**config.mk**
```make
export PLATFORM = sky130hd
export DESIGN_NAME = miller_rabin_primality_64_core
export DESIGN_NICKNAME = d
export VERILOG_FILES = /design/src/hw/rtl/mr64_pkg.sv /design/src/hw/rtl/mr64_datapath.sv /design/src/hw/rtl/mr64_ctrl.sv /design/src/hw/rtl/miller_rabin_primality_64_core.sv
export SDC_FILE = /design/constraint.sdc
export NUM_CORES = 2
export LEC_CHECK = 0
export BUFFER_PORTS_ARGS = -buffer_cell sky130_fd_sc_hd__buf_2
export CORE_ASPECT_RATIO = 1.5
export CORE_MARGIN = 2
export CORE_UTILIZATION = 30
export DETAILED_ROUTE_END_ITERATION = 10
export HOLD_SLACK_MARGIN = 0.03
export SYNTH_ARGS = -nofsm -noshare
export SYNTH_HDL_FRONTEND = slang
export SYNTH_HIERARCHICAL = 1
export SYNTH_SLANG_ARGS = --single-unit
export TNS_END_PERCENT = 30
```
**constraint.sdc**
```tcl
create_clock -name clk_i -period 11.05 [get_ports clk_i]
set_clock_uncertainty 0.1 [all_clocks]
set_input_delay 1.105 -clock clk_i [delete_from_list [all_inputs] [get_ports clk_i]]
set_output_delay 1.105 -clock clk_i [all_outputs]
set_load 0.1 [all_outputs]
```
**src/hw/rtl/mr64_pkg.sv**
```systemverilog
`timescale 1ns / 1ps
// ----------------------------------------------------------------------------
// mr64_pkg
// Shared types, constants and the witness base table of the 64-bit
// Miller-Rabin primality core.
// ----------------------------------------------------------------------------
package mr64_pkg;

  // Candidate width, loop counter widths and witness table sizes.
  localparam int unsigned CandW        = 63;
  localparam int unsigned CntW         = 6;
  localparam int unsigned MaxWitnesses = 12;
  localparam int unsigned IdxW         = 4;
  localparam int unsigned BaseW        = 6;

  // Operand selection of the shared modular multiplier.
  typedef enum logic [1:0] {
    MUL_XB = 2'd0,   // x * b, result written to x
    MUL_BB = 2'd1,   // b * b, result written to b
    MUL_XX = 2'd2    // x * x, result written to x
  } mul_sel_e;

  // Commands from the controller to the datapath.
  typedef struct packed {
    logic     load_cand;
    logic     dec_init;
    logic     dec_shift;
    logic     base_init;
    logic     base_next;
    logic     pow_init;
    logic     e_shift;
    logic     r_init;
    logic     r_inc;
    logic     mul_start;
    mul_sel_e mul_sel;
  } cmd_t;

  // Status from the datapath to the controller.
  typedef struct packed {
    logic lt2;
    logic two_or_three;
    logic even;
    logic d_odd;
    logic base_ge_n;
    logic e_zero;
    logic e_lsb;
    logic mul_busy;
    logic mul_done;
    logic x_one;
    logic x_nm1;
    logic r_lt_s;
    logic base_last;
  } sts_t;

  // Witness bases 2 to 37 in order.
  function automatic logic [BaseW-1:0] base_of(input logic [IdxW-1:0] idx);
    logic [BaseW-1:0] b;
    unique case (idx)
      4'd0:    b = 6'd2;
      4'd1:    b = 6'd3;
      4'd2:    b = 6'd5;
      4'd3:    b = 6'd7;
      4'd4:    b = 6'd11;
      4'd5:    b = 6'd13;
      4'd6:    b = 6'd17;
      4'd7:    b = 6'd19;
      4'd8:    b = 6'd23;
      4'd9:    b = 6'd29;
      4'd10:   b = 6'd31;
      4'd11:   b = 6'd37;
      default: b = 6'd37;
    endcase
    return b;
  endfunction

endpackage

```
**src/hw/rtl/mr64_datapath.sv**
```systemverilog
`timescale 1ns / 1ps
// ----------------------------------------------------------------------------
// mr64_datapath
// Candidate, exponent, power and counter registers with a bit-serial
// double-and-add modular multiplier that retires one multiplier bit a cycle.
// ----------------------------------------------------------------------------
module mr64_datapath #(
  parameter int unsigned NUM_WITNESSES = mr64_pkg::MaxWitnesses
) (
  input  logic                        clk_i,
  input  logic                        rst_ni,
  input  logic [mr64_pkg::CandW-1:0]  candidate_i,
  input  mr64_pkg::cmd_t              cmd_i,
  output mr64_pkg::sts_t              sts_o
);

  localparam int unsigned W = mr64_pkg::CandW;

  logic [W-1:0]                 n_q, nm1_q, d_q, e_q, x_q, b_q;
  logic [mr64_pkg::CntW-1:0]    s_q, r_q;
  logic [mr64_pkg::IdxW-1:0]    idx_q;

  // Multiplier state.
  logic                         mbusy_q;
  logic [mr64_pkg::CntW-1:0]    mcnt_q;
  logic [W-1:0]                 ma_q, mb_q, acc_q;
  mr64_pkg::mul_sel_e           msel_q;

  logic [W:0]                   sh, sh_r, ad, ad_r;
  logic [W-1:0]                 base_val;
  logic                         mul_last;

  assign base_val = W'(mr64_pkg::base_of(idx_q));
  assign mul_last = mbusy_q && (mcnt_q == '0);

  // One double-and-add step: acc = 2*acc mod n, then add ma if the bit is set.
  always_comb begin
    sh   = {acc_q, 1'b0};
    sh_r = (sh >= {1'b0, n_q}) ? sh - {1'b0, n_q} : sh;
    ad   = sh_r + (mb_q[W-1] ? {1'b0, ma_q} : '0);
    ad_r = (ad >= {1'b0, n_q}) ? ad - {1'b0, n_q} : ad;
  end

  // Decomposition and counter registers.
  always_ff @(posedge clk_i or negedge rst_ni) begin
    if (!rst_ni) begin
      s_q   <= '0;
      r_q   <= '0;
      idx_q <= '0;
    end else begin
      if (cmd_i.dec_init)  s_q   <= '0;
      else if (cmd_i.dec_shift) s_q <= s_q + 1'b1;
      if (cmd_i.r_init)    r_q   <= mr64_pkg::CntW'(1);
      else if (cmd_i.r_inc) r_q  <= r_q + 1'b1;
      if (cmd_i.base_init) idx_q <= '0;
      else if (cmd_i.base_next) idx_q <= idx_q + 1'b1;
    end
  end

  // Payload registers.
  always_ff @(posedge clk_i) begin
    if (cmd_i.load_cand) begin
      n_q   <= candidate_i;
      nm1_q <= candidate_i - 1'b1;
    end
    if (cmd_i.dec_init)       d_q <= nm1_q;
    else if (cmd_i.dec_shift) d_q <= d_q >> 1;
    if (cmd_i.pow_init)       e_q <= d_q;
    else if (cmd_i.e_shift)   e_q <= e_q >> 1;
    if (cmd_i.pow_init) begin
      x_q <= W'(1);
      b_q <= base_val;
    end else if (mul_last) begin
      if (msel_q == mr64_pkg::MUL_BB) b_q <= ad_r[W-1:0];
      else                            x_q <= ad_r[W-1:0];
    end
  end

  // Multiplier sequencing.
  always_ff @(posedge clk_i or negedge rst_ni) begin
    if (!rst_ni) begin
      mbusy_q <= 1'b0;
      mcnt_q  <= '0;
    end else if (cmd_i.mul_start) begin
      mbusy_q <= 1'b1;
      mcnt_q  <= mr64_pkg::CntW'(W - 1);
    end else if (mbusy_q) begin
      mcnt_q <= mcnt_q - 1'b1;
      if (mul_last) mbusy_q <= 1'b0;
    end
  end

  always_ff @(posedge clk_i) begin
    if (cmd_i.mul_start) begin
      acc_q  <= '0;
      msel_q <= cmd_i.mul_sel;
      unique case (cmd_i.mul_sel)
        mr64_pkg::MUL_XB: begin ma_q <= b_q; mb_q <= x_q; end
        mr64_pkg::MUL_BB: begin ma_q <= b_q; mb_q <= b_q; end
        mr64_pkg::MUL_XX: begin ma_q <= x_q; mb_q <= x_q; end
        default:          begin ma_q <= x_q; mb_q <= x_q; end
      endcase
    end else if (mbusy_q) begin
      acc_q <= ad_r[W-1:0];
      mb_q  <= mb_q << 1;
    end
  end

  // Status towards the controller.
  always_comb begin
    sts_o.lt2          = (n_q < W'(2));
    sts_o.two_or_three = (n_q == W'(2)) || (n_q == W'(3));
    sts_o.even         = ~n_q[0];
    sts_o.d_odd        = d_q[0];
    sts_o.base_ge_n    = (base_val >= n_q);
    sts_o.e_zero       = (e_q == '0);
    sts_o.e_lsb        = e_q[0];
    sts_o.mul_busy     = mbusy_q;
    sts_o.mul_done     = mul_last;
    sts_o.x_one        = (x_q == W'(1));
    sts_o.x_nm1        = (x_q == nm1_q);
    sts_o.r_lt_s       = (r_q < s_q);
    sts_o.base_last    = (idx_q == mr64_pkg::IdxW'(NUM_WITNESSES - 1));
  end

endmodule

```
**src/hw/rtl/mr64_ctrl.sv**
```systemverilog
`timescale 1ns / 1ps
// ----------------------------------------------------------------------------
// mr64_ctrl
// Controller state machine that sequences the trivial checks, the n-1
// decomposition, the modular power and the squaring loop for each base.
// ----------------------------------------------------------------------------
module mr64_ctrl (
  input  logic           clk_i,
  input  logic           rst_ni,
  input  logic           start,
  output logic           busy,
  output logic           done_o,
  output logic           prime_flag_o,
  output mr64_pkg::cmd_t cmd_o,
  input  mr64_pkg::sts_t sts_i
);

  typedef enum logic [11:0] {
    ST_IDLE   = 12'b0000_0000_0001,
    ST_CHECK  = 12'b0000_0000_0010,
    ST_DECOMP = 12'b0000_0000_0100,
    ST_BASE   = 12'b0000_0000_1000,
    ST_PWCHK  = 12'b0000_0001_0000,
    ST_PWMUL  = 12'b0000_0010_0000,
    ST_PWBB   = 12'b0000_0100_0000,
    ST_PWSQ   = 12'b0000_1000_0000,
    ST_TEST   = 12'b0001_0000_0000,
    ST_SQCHK  = 12'b0010_0000_0000,
    ST_SQMUL  = 12'b0100_0000_0000,
    ST_DONE   = 12'b1000_0000_0000
  } state_e;

  state_e state_q, state_d;
  logic   res_q, res_d;

  // Next state and command decoding.
  always_comb begin
    state_d = state_q;
    res_d   = res_q;
    cmd_o   = '0;
    cmd_o.mul_sel = mr64_pkg::MUL_XB;
    unique case (state_q)
      ST_IDLE: begin
        if (start) begin
          cmd_o.load_cand = 1'b1;
          state_d = ST_CHECK;
        end
      end
      ST_CHECK: begin
        priority if (sts_i.lt2) begin
          res_d = 1'b0; state_d = ST_DONE;
        end else if (sts_i.two_or_three) begin
          res_d = 1'b1; state_d = ST_DONE;
        end else if (sts_i.even) begin
          res_d = 1'b0; state_d = ST_DONE;
        end else begin
          cmd_o.dec_init = 1'b1;
          state_d = ST_DECOMP;
        end
      end
      ST_DECOMP: begin
        if (sts_i.d_odd) begin
          cmd_o.base_init = 1'b1;
          state_d = ST_BASE;
        end else begin
          cmd_o.dec_shift = 1'b1;
        end
      end
      ST_BASE: begin
        if (sts_i.base_ge_n) begin
          res_d = 1'b1; state_d = ST_DONE;
        end else begin
          cmd_o.pow_init = 1'b1;
          state_d = ST_PWCHK;
        end
      end
      ST_PWCHK: begin
        priority if (sts_i.e_zero) begin
          state_d = ST_TEST;
        end else if (sts_i.e_lsb) begin
          cmd_o.mul_start = 1'b1;
          cmd_o.mul_sel   = mr64_pkg::MUL_XB;
          state_d = ST_PWMUL;
        end else begin
          state_d = ST_PWBB;
        end
      end
      ST_PWMUL: begin
        if (sts_i.mul_done) state_d = ST_PWBB;
      end
      ST_PWBB: begin
        cmd_o.mul_start = 1'b1;
        cmd_o.mul_sel   = mr64_pkg::MUL_BB;
        state_d = ST_PWSQ;
      end
      ST_PWSQ: begin
        if (sts_i.mul_done) begin
          cmd_o.e_shift = 1'b1;
          state_d = ST_PWCHK;
        end
      end
      ST_TEST: begin
        if (sts_i.x_one || sts_i.x_nm1) begin
          if (sts_i.base_last) begin
            res_d = 1'b1; state_d = ST_DONE;
          end else begin
            cmd_o.base_next = 1'b1;
            state_d = ST_BASE;
          end
        end else begin
          cmd_o.r_init = 1'b1;
          state_d = ST_SQCHK;
        end
      end
      // After a squaring only n-1 ends the base as passed; a value of one
      // keeps squaring until the count runs out.
      ST_SQCHK: begin
        priority if (sts_i.x_nm1) begin
          if (sts_i.base_last) begin
            res_d = 1'b1; state_d = ST_DONE;
          end else begin
            cmd_o.base_next = 1'b1;
            state_d = ST_BASE;
          end
        end else if (sts_i.r_lt_s) begin
          cmd_o.mul_start = 1'b1;
          cmd_o.mul_sel   = mr64_pkg::MUL_XX;
          state_d = ST_SQMUL;
        end else begin
          res_d = 1'b0; state_d = ST_DONE;
        end
      end
      ST_SQMUL: begin
        if (sts_i.mul_done) begin
          cmd_o.r_inc = 1'b1;
          state_d = ST_SQCHK;
        end
      end
      ST_DONE: begin
        state_d = ST_IDLE;
      end
      default: begin
        state_d = ST_IDLE;
      end
    endcase
  end

  always_ff @(posedge clk_i or negedge rst_ni) begin
    if (!rst_ni) begin
      state_q <= ST_IDLE;
      res_q   <= 1'b0;
    end else begin
      state_q <= state_d;
      res_q   <= res_d;
    end
  end

  assign busy         = (state_q != ST_IDLE);
  assign done_o       = (state_q == ST_DONE);
  assign prime_flag_o = res_q;

  // A result strobe lasts exactly one cycle.
  assert property (@(posedge clk_i) disable iff (!rst_ni) done_o |=> !done_o)
    else $error("result strobe longer than one cycle");
  // An accepted item makes the block busy.
  assert property (@(posedge clk_i) disable iff (!rst_ni) (start && !busy) |=> busy)
    else $error("accepted item did not raise busy");
  // A product is never started while the multiplier is still running.
  assert property (@(posedge clk_i) disable iff (!rst_ni)
    cmd_o.mul_start |-> !sts_i.mul_busy)
    else $error("multiplier restarted while busy");
  // A completion is only seen while waiting on the multiplier.
  assert property (@(posedge clk_i) disable iff (!rst_ni)
    sts_i.mul_done |-> (state_q == ST_PWMUL || state_q == ST_PWSQ || state_q == ST_SQMUL))
    else $error("product completed in an unexpected state");

endmodule

```
**src/hw/rtl/miller_rabin_primality_64_core.sv**
```systemverilog
`timescale 1ns / 1ps
// ----------------------------------------------------------------------------
// miller_rabin_primality_64_core
// Deterministic Miller-Rabin primality test of a 63-bit candidate.
// ----------------------------------------------------------------------------
// Usage: drive candidate_i and raise start while busy is low; that edge is the
// transfer of the candidate. busy stays high until the result is shown.
// prime_flag_o is valid for exactly one cycle while done_o is high; the
// receiver cannot stall it, so it must take the result in that cycle.
// busy falls in the cycle after the strobe, and the next candidate may then be
// transferred.
// Flow: candidates below 2, two, three and even values pass from the check state
// straight to the done state. Other values strip the trailing zeros of n-1, then
// for each base run one modular product per exponent bit and per set bit plus up
// to s-1 squarings. Each product runs on one shared bit-serial multiplier.
// Reset clears the controller to idle; no state survives between candidates.
// ----------------------------------------------------------------------------
module miller_rabin_primality_64_core #(
  parameter int unsigned NUM_WITNESSES = mr64_pkg::MaxWitnesses
) (
  input  logic                       clk_i,
  input  logic                       rst_ni,
  input  logic                       start,
  output logic                       busy,
  input  logic [mr64_pkg::CandW-1:0] candidate_i,
  output logic                       done_o,
  output logic                       prime_flag_o
);

  mr64_pkg::cmd_t cmd;
  mr64_pkg::sts_t sts;

  // Sequencing.
  mr64_ctrl u_ctrl (
    .clk_i        (clk_i),
    .rst_ni       (rst_ni),
    .start        (start),
    .busy         (busy),
    .done_o       (done_o),
    .prime_flag_o (prime_flag_o),
    .cmd_o        (cmd),
    .sts_i        (sts)
  );

  // Arithmetic.
  mr64_datapath #(
    .NUM_WITNESSES (NUM_WITNESSES)
  ) u_datapath (
    .clk_i       (clk_i),
    .rst_ni      (rst_ni),
    .candidate_i (candidate_i),
    .cmd_i       (cmd),
    .sts_o       (sts)
  );

endmodule

```
==> impl_metrics.env <==
export IMPL_placed_cell_area_um2=42920
export IMPL_drive_above_1_share=0.1255
export IMPL_fmax_mhz=92.45
export IMPL_slew_violations=1
export IMPL_clk_insertion_delay_late_ns=0.63
export IMPL_violations="max-capacitance violations, max-slew violations"
export IMPL_busiest_layer="met2"
export IMPL_grt_pass1_vias=34520
export IMPL_dieArea_um2=138100
export IMPL_clk_pin_slew_ns=0.07
export IMPL_die_width_um=304.1
export IMPL_cts_tree="yes"
export IMPL_drc=0
export IMPL_tightest_slew_ns=1.489
export IMPL_instances_no_fill=6088
export IMPL_grt_max_degree=165
export IMPL_initial_core_util=0.3016
export IMPL_clock_path_buffers=3
export IMPL_rsz0062_at_grt="no"
export IMPL_slew_headroom=-0.001504
export IMPL_status="finished, violations left"
export IMPL_dp_hpwl_um=124300
export IMPL_period_needed_ns=10.82
export IMPL_critPathCaptureType="flop"
export IMPL_via_per_inst=5.706
export IMPL_die_h_um=454.2
export IMPL_critPathLaunchType="flop"
export IMPL_synthCells=4316
export IMPL_met1_usage=0.2490
export IMPL_grt_usage=0.2236
export IMPL_grt_overflow_total=0
export IMPL_routed_wl_um=160000
export IMPL_drv_cap=2
export IMPL_final_setup_tns_ns=0
export IMPL_ios=69
export IMPL_num_rows=165
export IMPL_cts_buffers=52
export IMPL_nets=4569
export IMPL_r2r_setup_slack_ns=0.23
export IMPL_required_ns=11.33
export IMPL_powerDensity_nw_per_um2=235.5
export IMPL_dpl_cell_count=5980
export IMPL_r2r_worst_path_cells=30
export IMPL_cp_top_family="compound AO/OA/AOI/OAI gates"
export IMPL_path_max_fanout=34
export IMPL_fin_crit_sh=0.9789
export IMPL_hp_class="flop to flop"
export IMPL_irDropWorstVdd_uv=431.8
export IMPL_worstHoldEndpoint="u_datapath/mcnt_q[5]"
export IMPL_grt_pass1_wl_um=230700
export IMPL_portBuffers=68
export IMPL_path_buf_inv=7
export IMPL_cp_slowest_stage_delay_ns=0.58
export IMPL_fillCellCount=13820
export IMPL_met3_usage=0.02299
export IMPL_syn2layout_area_growth_pct=10.50
export IMPL_detail_route_wl_per_cell_um=26.27
export IMPL_first_pass_iters=6
export IMPL_reg2reg_from="u_datapath/n_q[21]"
export IMPL_min_delay_path_depth=2
export IMPL_drt_iter0_markers=2978
export IMPL_slowest_stage="edfxtp_1"
export IMPL_setup_viol=0
export IMPL_yosysWarnings=6
export IMPL_p_leak_nw=17.68
export IMPL_vias=34740
export IMPL_worstReg2RegEnd="u_datapath/b_q[3]"
export IMPL_cts_htree_levels=2
export IMPL_stdcell_area_um2=44790
export IMPL_use_met2=0.3893
export IMPL_clock_root_buffer="clkbuf_16"
export IMPL_core_area_um2=134400
export IMPL_syn_num_nets=4594
export IMPL_arrival_ns=11.09
export IMPL_routabilityCongestion=1.059
export IMPL_hp_start="u_datapath/mcnt_q[5]"
export IMPL_hold_violations=0
export IMPL_crit_path_frequent_cell="buf_4"
export IMPL_critPathKind="flop to flop"
export IMPL_cts_sinks=605
export IMPL_antenna_found_initial=8
export IMPL_avgSynthCellArea_um2=9.391
export IMPL_synth_cell_area_um2=40530
export IMPL_drtAntennaViolNets=0
## timing repair
action	in CTS	in global routing
setup endpoints to repair	180	185
setup buffers	2	6
pin swaps	1	2
hold buffers	0	0
gates resized for setup	0	2
gates cloned	1	0
endpoints found under the hold margin	0	0
## power by group
group	total (W)	internal, W	switching (W)	leakage [nW]
clock	0.00195	0.00106	0.000896	0.845
sequential	0.00308	0.00274	0.000346	5.38
combinational	0.00551	0.00182	0.00369	11.5
total	0.0105	0.00562	0.00493	17.7
## stage by stage
stage	setup slack [ns]	total power, W	utilization	hold WS [ns]
global route	0.06182	0.01102	0.3332	0.4488
finish	0.2330	0.01055	0.3332	0.4239
CTS	0.004227	0.01040	0.3325	0.4291
floorplan	2.381	0.006477	-	0.3725
global placement	-0.3274	0.008428	0.3192	0.4058
detailed placement	-0.3512	0.008407	0.3194	0.4199
## final cells by class
class	instances	area [um2]	area share
antenna	2	5.005	0.0001117
clock buffer	65	1380	0.03081
clock inverter	31	359.1	0.008018
inverter	185	694.4	0.01550
multi-input combinational	3287	22890	0.5111
sequential	605	16160	0.3608
tap	1753	2193	0.04897
timing repair buffer	160	1104	0.02464
## metal layers
metal	routed length, um	part of all wire
met1	60130	0.38
met3	8110	0.051
met2	77020	0.48
met4	14650	0.092
met5	43	0.00027
## layout by cell type (no fill, tap or decap), types with 183 or more instances in the layout
cell / n
a21oi_1: 359
dfxtp_1: 183
edfxtp_1: 386
ha_1: 209
inv_1: 183
mux2_2: 236
nand2_1: 218
nor2_1: 409
o21ai_0: 219
xor2_1: 184
## registers in the layout, indices dropped and copies added, names as in the netlist
register / cells
u_datapath/e_q: 63
u_datapath/nm1_q: 63
u_datapath/n_q: 63
u_datapath/idx_q: 4
u_datapath/msel_q: 2
u_datapath/b_q: 63
u_datapath/d_q: 63
u_ctrl/state_q: 12
u_datapath/x_q: 63
u_datapath/mb_q: 63
u_datapath/mbusy_q: 1
u_datapath/ma_q: 63
u_datapath/acc_q: 63
u_datapath/r_q: 6
u_datapath/s_q: 6
u_datapath/mcnt_q: 6
u_ctrl/prime_flag_o: 1
## worst register-to-register path: cells and delay by family, from the launching register on
kind                     cells  cell delay, ns
AO/OA/AOI/OAI                9            3.29
XOR/XNOR                     1            0.36
adder cells (fa/ha/maj)      3            1.25
buffers and inverters        7            1.55
flip-flops                   1            0.58
multiplexers                 1            0.33
AND/OR/NAND/NOR              9            3.13
## how the worst max path moves through the flow
stage,startpoint,endpoint,depth (start not counted)
2_1_floorplan,u_ctrl/state_q[4],u_datapath/n_q[0],4
3_3_place_gp,u_datapath/n_q[19],u_datapath/b_q[3],27
3_5_place_dp,u_datapath/n_q[19],u_datapath/b_q[3],27
4_1_cts,u_datapath/n_q[19],u_datapath/b_q[3],28
5_1_grt,u_datapath/n_q[21],u_datapath/b_q[3],29
6_report,u_datapath/n_q[21],u_datapath/b_q[3],30
No activity file was read; power rests on OpenSTA's default activity.
